[src/design/idfl_pkg.sv]
// Shared types, codes and constants of the id range free list unit.
package idfl_pkg;

  // Field widths
  localparam int unsigned ID_W    = 31;
  localparam int unsigned COUNT_W = 16;
  localparam int unsigned KIND_W  = 2;
  localparam int unsigned STAT_W  = 2;
  localparam int unsigned TOT_W   = 32;

  // Highest id; it is never stored
  localparam logic [ID_W-1:0] ID_TOP = {ID_W{1'b1}};

  // Parameter defaults
  localparam int unsigned DEF_MAX_RANGES  = 16;
  localparam int unsigned DEF_MAX_REQUEST = 64;

  // Transaction kinds
  localparam logic [KIND_W-1:0] KIND_RECYCLE  = 2'd0;
  localparam logic [KIND_W-1:0] KIND_ALLOCATE = 2'd1;
  localparam logic [KIND_W-1:0] KIND_QUERY    = 2'd2;

  // Result status codes
  localparam logic [STAT_W-1:0] STAT_OK    = 2'd0;
  localparam logic [STAT_W-1:0] STAT_SHORT = 2'd1;
  localparam logic [STAT_W-1:0] STAT_FULL  = 2'd2;
  localparam logic [STAT_W-1:0] STAT_CLAMP = 2'd3;

endpackage

[src/design/id_range_free_list_unit.sv]
// Top level of the id range free list unit: range store and its sequencer.
//
//  channel | direction | handshake                      | payload
//  --------+-----------+--------------------------------+-------------------------------------
//  command | in        | start_i, busy_o                | kind_i first_id_i count_i consecutive_i
//  result  | out       | result_valid_o (one-cycle strobe) | id_out_o id_valid_o last_result_o
//          |           |                                | status_o free_total_o
//
// A transaction is taken when start_i is high and busy_o is low. A single
// read/write port on the range store plus one adder/comparator are stepped by
// the sequencer, one store entry per cycle. Recycle: scan, shift-insert, merge
// pass, plus an undo shift when the store overflows. Allocate: optional scan,
// one id per cycle, then a compaction pass. Query and trivial cases answer
// straight from the idle state. Reset empties the store at once. Results
// cannot be stalled; each one is on the ports for one cycle.
module id_range_free_list_unit
  import idfl_pkg::*;
#(
  parameter int unsigned MAX_RANGES  = DEF_MAX_RANGES,
  parameter int unsigned MAX_REQUEST = DEF_MAX_REQUEST
) (
  input  logic               clk_i,
  input  logic               rst_ni,
  input  logic               start_i,
  output logic               busy_o,
  input  logic [KIND_W-1:0]  kind_i,
  input  logic [ID_W-1:0]    first_id_i,
  input  logic [COUNT_W-1:0] count_i,
  input  logic               consecutive_i,
  output logic               result_valid_o,
  output logic [ID_W-1:0]    id_out_o,
  output logic               id_valid_o,
  output logic               last_result_o,
  output logic [STAT_W-1:0]  status_o,
  output logic [TOT_W-1:0]   free_total_o
);

  localparam int unsigned DEPTH = MAX_RANGES + 1;
  localparam int unsigned IDX_W = $clog2(DEPTH);
  localparam int unsigned CNT_W = $clog2(MAX_RANGES + 2);
  localparam int unsigned REQ_W = $clog2(MAX_REQUEST + 1);
  localparam int unsigned SUM_W = ID_W + $clog2(DEPTH);

  localparam logic [CNT_W-1:0] MAX_R   = CNT_W'(MAX_RANGES);
  localparam logic [REQ_W-1:0] MAX_Q   = REQ_W'(MAX_REQUEST);

  // Sequencer states
  localparam logic [3:0] S_IDLE  = 4'd0;
  localparam logic [3:0] S_RSCAN = 4'd1;
  localparam logic [3:0] S_RSHFT = 4'd2;
  localparam logic [3:0] S_CMP   = 4'd3;
  localparam logic [3:0] S_FLUSH = 4'd4;
  localparam logic [3:0] S_UNDO  = 4'd5;
  localparam logic [3:0] S_ASCAN = 4'd6;
  localparam logic [3:0] S_AEMIT = 4'd7;

  // Range store
  logic [ID_W-1:0] start_mem [DEPTH];
  logic [ID_W-1:0] len_mem   [DEPTH];

  logic [3:0]       state_q, state_d;
  logic [CNT_W-1:0] rc_q, rc_d;       // stored ranges
  logic [CNT_W-1:0] ptr_q, ptr_d;
  logic [CNT_W-1:0] pos_q, pos_d;     // insert position
  logic [CNT_W-1:0] w_q, w_d;         // compaction write index
  logic [CNT_W-1:0] n_q, n_d;         // entries in the pass
  logic             drop_q, drop_d;   // compaction drops empties, no merge
  logic [SUM_W-1:0] sum_q, sum_d;
  logic [ID_W-1:0]  s_q, s_d;
  logic [COUNT_W-1:0] ln_q, ln_d;
  logic [REQ_W-1:0] req_q, req_d;
  logic [REQ_W-1:0] rem_q, rem_d;
  logic             clamp_q, clamp_d;
  logic [ID_W-1:0]  hs_q, hs_d;
  logic [ID_W-1:0]  hl_q, hl_d;
  logic [ID_W:0]    pe_q, pe_d;       // end of previous entry, one bit wider

  // Result register
  logic              rv_q;
  logic [ID_W-1:0]   rid_q;
  logic              ridv_q, rlast_q;
  logic [STAT_W-1:0] rst_q;
  logic [TOT_W-1:0]  rtot_q;

  logic              emit;
  logic [ID_W-1:0]   e_id;
  logic              e_idv, e_last;
  logic [STAT_W-1:0] e_st;
  logic [TOT_W-1:0]  e_tot;

  // Store port
  logic [CNT_W-1:0] rd_idx;
  logic [ID_W-1:0]  rd_s, rd_l;
  logic             we;
  logic [CNT_W-1:0] wa;
  logic [ID_W-1:0]  ws, wl;

  // Saturate the running sum to the result width
  function automatic logic [TOT_W-1:0] sat(input logic [SUM_W-1:0] v);
    logic [TOT_W-1:0] r;
    r = (v > SUM_W'({TOT_W{1'b1}})) ? {TOT_W{1'b1}} : TOT_W'(v);
    return r;
  endfunction

  logic [ID_W-1:0]    avail;
  logic [COUNT_W-1:0] cut_len;
  logic [REQ_W-1:0]   req_in;
  logic               clamp_in;
  logic [REQ_W-1:0]   given;
  logic [ID_W:0]      rd_end;
  logic [CNT_W-1:0]   nf;

  assign rd_s   = start_mem[rd_idx[IDX_W-1:0]];
  assign rd_l   = len_mem[rd_idx[IDX_W-1:0]];
  assign rd_end = {1'b0, rd_s} + {1'b0, rd_l};

  // Command decode helpers
  assign avail    = ID_TOP - first_id_i;
  assign cut_len  = ({{(ID_W-COUNT_W){1'b0}}, count_i} > avail) ? avail[COUNT_W-1:0]
                                                                 : count_i;
  assign clamp_in = ({{REQ_W{1'b0}}, count_i} > {{COUNT_W{1'b0}}, MAX_Q});
  assign req_in   = clamp_in ? MAX_Q : count_i[REQ_W-1:0];
  assign given    = (sum_q < SUM_W'(req_in)) ? sum_q[REQ_W-1:0] : req_in;
  assign nf       = w_q + CNT_W'(1);

  // Sequencer
  always_comb begin
    state_d = state_q;
    rc_d    = rc_q;
    ptr_d   = ptr_q;
    pos_d   = pos_q;
    w_d     = w_q;
    n_d     = n_q;
    drop_d  = drop_q;
    sum_d   = sum_q;
    s_d     = s_q;
    ln_d    = ln_q;
    req_d   = req_q;
    rem_d   = rem_q;
    clamp_d = clamp_q;
    hs_d    = hs_q;
    hl_d    = hl_q;
    pe_d    = pe_q;
    rd_idx  = ptr_q;
    we      = 1'b0;
    wa      = ptr_q;
    ws      = rd_s;
    wl      = rd_l;
    emit    = 1'b0;
    e_id    = '0;
    e_idv   = 1'b0;
    e_last  = 1'b1;
    e_st    = STAT_OK;
    e_tot   = sat(sum_q);

    unique case (state_q)
      S_IDLE: begin
        if (start_i) begin
          s_d     = first_id_i;
          ln_d    = cut_len;
          req_d   = req_in;
          clamp_d = clamp_in;
          ptr_d   = '0;
          if (kind_i == KIND_RECYCLE) begin
            if (cut_len == '0) emit = 1'b1;
            else state_d = S_RSCAN;
          end else if (kind_i == KIND_ALLOCATE) begin
            if (req_in == '0) begin
              emit = 1'b1;
            end else if (consecutive_i) begin
              state_d = S_ASCAN;
            end else if (given == '0) begin
              emit = 1'b1;
              e_st = STAT_SHORT;
            end else begin
              rem_d   = given;
              sum_d   = sum_q - SUM_W'(given);
              clamp_d = clamp_in;
              req_d   = (given < req_in) ? '0 : req_in;  // zero marks a shortage
              state_d = S_AEMIT;
            end
          end else begin
            emit = 1'b1;
          end
        end
      end

      // Find the first stored range that starts above the run
      S_RSCAN: begin
        if (ptr_q == rc_q || rd_s > s_q) begin
          pos_d   = ptr_q;
          ptr_d   = rc_q;
          state_d = S_RSHFT;
        end else begin
          ptr_d = ptr_q + CNT_W'(1);
        end
      end

      // Open a slot at the insert position, top entry first
      S_RSHFT: begin
        if (ptr_q == pos_q) begin
          we      = 1'b1;
          ws      = s_q;
          wl      = ID_W'(ln_q);
          ptr_d   = '0;
          w_d     = '0;
          n_d     = rc_q + CNT_W'(1);
          drop_d  = 1'b0;
          state_d = S_CMP;
        end else begin
          rd_idx = ptr_q - CNT_W'(1);
          we     = 1'b1;
          ptr_d  = ptr_q - CNT_W'(1);
        end
      end

      // Compaction pass: merge adjacent ranges, or drop emptied ones
      S_CMP: begin
        wa = w_q;
        if (drop_q) begin
          if (rd_l != '0) begin
            we  = 1'b1;
            w_d = w_q + CNT_W'(1);
          end
          if (ptr_q == n_q - CNT_W'(1)) begin
            rc_d    = (rd_l != '0) ? w_q + CNT_W'(1) : w_q;
            state_d = S_IDLE;
          end
        end else begin
          if (ptr_q == '0) begin
            hs_d = rd_s;
            hl_d = rd_l;
          end else if ({1'b0, rd_s} == pe_q) begin
            hl_d = hl_q + rd_l;
          end else begin
            we   = 1'b1;
            ws   = hs_q;
            wl   = hl_q;
            w_d  = w_q + CNT_W'(1);
            hs_d = rd_s;
            hl_d = rd_l;
          end
          pe_d = rd_end;
          if (ptr_q == n_q - CNT_W'(1)) state_d = S_FLUSH;
        end
        ptr_d = ptr_q + CNT_W'(1);
      end

      // Write the last merged range and check for overflow
      S_FLUSH: begin
        we = 1'b1;
        wa = w_q;
        ws = hs_q;
        wl = hl_q;
        if (nf > MAX_R) begin
          ptr_d   = pos_q;
          state_d = S_UNDO;
        end else begin
          rc_d    = nf;
          sum_d   = sum_q + SUM_W'(ln_q);
          emit    = 1'b1;
          e_tot   = sat(sum_q + SUM_W'(ln_q));
          state_d = S_IDLE;
        end
      end

      // Store full: close the slot again
      S_UNDO: begin
        if (ptr_q == rc_q) begin
          emit    = 1'b1;
          e_st    = STAT_FULL;
          state_d = S_IDLE;
        end else begin
          rd_idx = ptr_q + CNT_W'(1);
          we     = 1'b1;
          ptr_d  = ptr_q + CNT_W'(1);
        end
      end

      // Find the first range long enough for a consecutive request
      S_ASCAN: begin
        if (ptr_q == rc_q) begin
          emit    = 1'b1;
          e_st    = STAT_SHORT;
          state_d = S_IDLE;
        end else if (rd_l >= ID_W'(req_q)) begin
          rem_d   = req_q;
          sum_d   = sum_q - SUM_W'(req_q);
          state_d = S_AEMIT;
        end else begin
          ptr_d = ptr_q + CNT_W'(1);
        end
      end

      // Hand out one id per cycle from the current range
      S_AEMIT: begin
        we     = 1'b1;
        ws     = rd_s + ID_W'(1);
        wl     = rd_l - ID_W'(1);
        emit   = 1'b1;
        e_id   = rd_s;
        e_idv  = 1'b1;
        e_last = (rem_q == REQ_W'(1));
        e_st   = (req_q == '0) ? STAT_SHORT : (clamp_q ? STAT_CLAMP : STAT_OK);
        rem_d  = rem_q - REQ_W'(1);
        if (rd_l == ID_W'(1)) ptr_d = ptr_q + CNT_W'(1);
        if (rem_q == REQ_W'(1)) begin
          ptr_d   = '0;
          w_d     = '0;
          n_d     = rc_q;
          drop_d  = 1'b1;
          state_d = S_CMP;
        end
      end

      default: state_d = S_IDLE;
    endcase
  end

  // Control registers
  always_ff @(posedge clk_i or negedge rst_ni) begin
    if (!rst_ni) begin
      state_q <= S_IDLE;
      rc_q    <= '0;
      sum_q   <= '0;
      rv_q    <= 1'b0;
    end else begin
      state_q <= state_d;
      rc_q    <= rc_d;
      sum_q   <= sum_d;
      rv_q    <= emit;
    end
  end

  // Datapath registers
  always_ff @(posedge clk_i) begin
    ptr_q   <= ptr_d;
    pos_q   <= pos_d;
    w_q     <= w_d;
    n_q     <= n_d;
    drop_q  <= drop_d;
    s_q     <= s_d;
    ln_q    <= ln_d;
    req_q   <= req_d;
    rem_q   <= rem_d;
    clamp_q <= clamp_d;
    hs_q    <= hs_d;
    hl_q    <= hl_d;
    pe_q    <= pe_d;
    if (emit) begin
      rid_q   <= e_id;
      ridv_q  <= e_idv;
      rlast_q <= e_last;
      rst_q   <= e_st;
      rtot_q  <= e_tot;
    end
  end

  // Range store write port
  always_ff @(posedge clk_i) begin
    if (we) begin
      start_mem[wa[IDX_W-1:0]] <= ws;
      len_mem[wa[IDX_W-1:0]]   <= wl;
    end
  end

  assign busy_o         = (state_q != S_IDLE);
  assign result_valid_o = rv_q;
  assign id_out_o       = rid_q;
  assign id_valid_o     = ridv_q;
  assign last_result_o  = rlast_q;
  assign status_o       = rst_q;
  assign free_total_o   = rtot_q;

  // Checks
  a_more_then_busy: assert property (@(posedge clk_i) disable iff (!rst_ni)
    result_valid_o && !last_result_o |-> busy_o)
    else $error("non-final result while idle");

  a_noid_is_last: assert property (@(posedge clk_i) disable iff (!rst_ni)
    result_valid_o && !id_valid_o |-> last_result_o && (id_out_o == '0))
    else $error("result without id must be the only one");

  a_accept_progress: assert property (@(posedge clk_i) disable iff (!rst_ni)
    start_i && !busy_o |=> busy_o || result_valid_o)
    else $error("accepted transaction made no progress");

  a_count_bound: assert property (@(posedge clk_i) disable iff (!rst_ni)
    !busy_o |-> rc_q <= MAX_R)
    else $error("range count over limit");

endmodule

[config.mk]
export PLATFORM = sky130hd
export DESIGN_NAME = id_range_free_list_unit
export DESIGN_NICKNAME = d
export VERILOG_FILES = /design/src/design/idfl_pkg.sv /design/src/design/id_range_free_list_unit.sv
export SDC_FILE = /design/constraint.sdc
export NUM_CORES = 2
export LEC_CHECK = 0
export BUFFER_PORTS_ARGS = -buffer_cell sky130_fd_sc_hd__buf_2
export CAP_MARGIN = 20
export CORE_MARGIN = 1.5
export CORE_UTILIZATION = 50
export CTS_BUF_LIST = sky130_fd_sc_hd__clkbuf_8 sky130_fd_sc_hd__clkbuf_16
export DETAILED_ROUTE_END_ITERATION = 16
export HOLD_SLACK_MARGIN = 0.02
export PLACE_DENSITY = 0.68
export RECOVER_POWER = 25
export SLEW_MARGIN = 25
export SYNTH_ARGS = -nofsm -noshare
export SYNTH_HDL_FRONTEND = slang
export SYNTH_SLANG_ARGS = --single-unit
[constraint.sdc]
create_clock -name clk_i -period 11.15 [get_ports clk_i]
set_clock_uncertainty 0.05 [all_clocks]
set_input_delay 0.5575 -clock clk_i [delete_from_list [all_inputs] [get_ports clk_i]]
set_output_delay 0.5575 -clock clk_i [all_outputs]
set_load 0.05 [all_outputs]
==> summary.txt <==
Run status
  – Status: complete, but fails checks
  – Failing checks: capacitance limit, slew limit

Die
  – Die area: ~130000 um^2
  – Die span in y: 367 um
  – Die W: approximately 370 um
  – Initial Util: 0.504
  – I/O pins: roughly 120
  – Core ar.: 131000 um^2
  – # rows: ~130

Placed design
  – Post-DP HPWL: 145000 um
  – GPL Wtd Cong: roughly 1.0
  – Port buffer count: ~120

Critical path
  – CP Launch Type: register
  – CP endpoint kind: register
  – Worst reg2reg path depth: 18
  – Reg2Reg Launch Point: state_q[2]
  – R2R setup slack: around 1200 ps
  – Crit Path Category: reg2reg
  – CP max FO: 73
  – CP arrival: 10390 ps
  – Crit path required time: between 10000 and 15000 ps
  – Reg2reg end: len_mem[13][27]

STA
  – Max_slew headroom: -1.81
  – Unrepaired setup endpoints after global routing: no
  – Max Freq: ~100 MHz
  – Minimum clock period: between 9000 and 10000 ps
  – Actual slew at the worst max-slew pin: 4210 ps
  – TNS Setup: 0 ps
  – Fin. max-slew vios: 428
  – Hold Fails Final Rpt: 0
  – Final Setup Violations: 0
  – Final period util: 0.897

Global routing
  – GRT Util Overall: 0.324
  – Global route total overflow: 0
  – Initial antenna violation count: 6
  – Vias in the first global route: around 46000
  – First-pass GRT wire length: approximately 320000 um
  – Largest net degree at the start of global routing: about 100

CTS
  – CTS Buffer Depth: 3
  – Root Buffer: clkbuf_16
  – H-tree depth: 4
  – CTS tree: done
  – CTS sink cnt: approximately 1300
  – Hold buffers post-CTS: 38
  – Clock transition at path regs: 60 ps
  – Post_cts resized: 0
  – Post-CTS Setup Inserts: 0
  – CTS buffer count: 143
  – Insertion delay of the later-clocked pin in the worst-skew pair: approximately 810 ps

Logic synthesis
  – Post-Syn Area: approximately 66000 um^2
  – Top_reg_cell synth: edfxtp_1
  – Post-Synthesis Net Count: between 5000 and 6000
  – Ranking of synthesized cells by area: edfxtp_1 59%, mux4_2 3.9%, ha_1 3.1%
  – Post-synthesis sequential area ratio: 0.605
  – Synth Instances: roughly 5300
  – Yosys warns: 0
  – Syn Area/Cell: between 10 and 15 um^2
  – #FFs+latches synth: 1343
  – Synth area leader: edfxtp_1
  – Yosys cell types: between 100 and 150
  – Number of synthesized flops with an enable pin: 1298
  – Top cell type's share of synthesized area: 0.588
  – Ys async rst share: 0.0335

Layout
  – Layout fillers: around 11000
  – Most frequent cells in the layout: 1298 x edfxtp_1, 475 x nand2_1, 325 x o21ai_0, 294 x nor2_1, 241 x a21oi_1
  – Synth-to-Final Area Change: 12.5%
  – Commonest non-fill, non-tap cell in the layout: edfxtp_1
  – Layout cell share with drive strength beyond 1: 0.118
  – Fin nets: approximately 5700

Min path
  – Hold Crit Start: count_i[0]
  – Hold EP: ln_q[0]
  – Worst Hold Depth: 3
  – Worst hold-check path type: in2reg

Routing
  – Final ANT Viol Nets: 0
  – Final WL: between 200000 and 250000 um
  – DRT Pass-1 Iters: 7
  – WL/cell: between 30 and 40 um
  – Via count: between 40000 and 50000
  – Detailed Route Iter0 Violations: 7217
  – DR DRC count: 0
  – Vias per inst: 6.64

Run
  – Number of max-cap violations: 10
layer usage:
| layer | share of wire | wire (um) | GRT usage |
|---|---|---|---|
| met1 | 0.39 | 86500 | 0.448 |
| met2 | 0.45 | 98900 | 0.490 |
| met3 | 0.11 | 24800 | 0.0688 |
| met4 | 0.053 | 11700 | 0.152 |
| met5 | 0.000059 | 13 | 0 |
synthesized netlist by cell type (24+ instances only):
cell type  instances
edfxtp_1        1298
nand2_1          480
o21ai_0          325
nor2_1           314
a21oi_1          243
clkbuf_1         187
inv_1            166
ha_1             162
xnor2_1          155
nand3_1          141
mux2i_1          139
and3_1           122
nor3_1           116
mux4_2           115
a211oi_1         112
buf_2             76
a31oi_1           55
xor2_1            53
mux2_2            47
nand4_1           46
dfrtp_1           45
nor4_1            43
o211ai_1          37
o22ai_1           37
nand2b_1          35
o21a_1            35
a2111oi_0         34
a22oi_1           33
and2_1            33
a311oi_1          31
a211o_1           28
a21o_1            28
a2bb2oi_1         28
nor2b_1           27
o21ai_1           26
o31ai_1           25
buf_1             24
state kept, by name (all words and copies together), names as in the netlist:
| signal | flops |
|---|---|
| id_valid_o | 1 |
| free_total_o | 32 |
| s_q | 31 |
| hs_q | 31 |
| w_q | 5 |
| ln_q | 16 |
| hl_q | 31 |
| rem_q | 7 |
| len_mem | 527 |
| start_mem | 527 |
| rc_q | 5 |
| req_q | 7 |
| id_out_o | 31 |
| sum_q | 36 |
| state_q | 3 |
| drop_q | 1 |
| pe_q | 32 |
| last_result_o | 1 |
| clamp_q | 1 |
| pos_q | 5 |
| n_q | 5 |
| status_o | 2 |
| result_valid_o | 1 |
| ptr_q | 5 |
layout make-up:
| type | count | area (um^2) | area share |
|---|---|---|---|
| Antenna cell | 3 | 7.51 | 0.000101 |
| Sequential cell | 1343 | 40100 | 0.538 |
| Clock buffer | 145 | 3630 | 0.0487 |
| Inverter | 170 | 638 | 0.00856 |
| Timing Repair Buffer | 375 | 2460 | 0.0330 |
| Clock inverter | 113 | 1030 | 0.0138 |
| Tap cell | 1755 | 2200 | 0.0294 |
| Multi-Input combinational cell | 3434 | 24500 | 0.329 |
how the worst max path moves through the flow:
| stage | start | endpoint | depth (start not counted) |
|---|---|---|---|
| 3_3_place_gp | state_q[2] | len_mem[6][4] | 14 |
| 4_1_cts | state_q[2] | len_mem[6][16] | 14 |
| 2_1_floorplan | ptr_q[1] | len_mem[16][0] | 31 |
| 6_report | state_q[2] | len_mem[13][27] | 18 |
| 5_1_grt | state_q[2] | ptr_q[1] | 28 |
| 3_5_place_dp | state_q[2] | len_mem[6][4] | 14 |
kinds of logic after synthesis:
| kind of cell | Yosys count | share of synthesized area |
|---|---|---|
| compound gates | 1306 | 0.132 |
| xor+xnor | 209 | 0.0277 |
| fa+ha+maj | 166 | 0.0318 |
| buf+inv | 486 | 0.0312 |
| flops | 1343 | 0.605 |
| mux | 302 | 0.0683 |
| simple gates | 1451 | 0.104 |
critical path, cell delays in order (launching register included):
cell	delay (ps)
dfrtp_1	1180
or3b_1	750
nand3_1	130
o21ai_0	520
or4_4	690
buf_12	440
buf_4	440
mux2_2	380
a222oi_1	350
clkbuf_1	400
nand4_1	580
and4bb_1	890
nand4_1	440
a31oi_1	270
o31ai_1	210
nand2_1	170
nor2_4	40
clkbuf_2	730
buf_4	660
stage by stage:
step | hold slack (ps) | utilization | cell area (um^2) | cells | worst slack (ps)
after floorplan | 212 | - | 66300 | 5263 | 216
after global placement | 432 | 0.531 | 69800 | 7037 | 2370
after detailed placement | 458 | 0.531 | 69800 | 7037 | 2150
after CTS | 27.7 | 0.569 | 74800 | 7333 | 2110
after global routing | 71.6 | 0.567 | 74600 | 7336 | 871
final | 69.6 | 0.567 | 74600 | 7338 | 1150
Power is left out: the tool's default activity adds up to more than one toggle a clock period on the data nets, which glitch-free logic cannot reach.
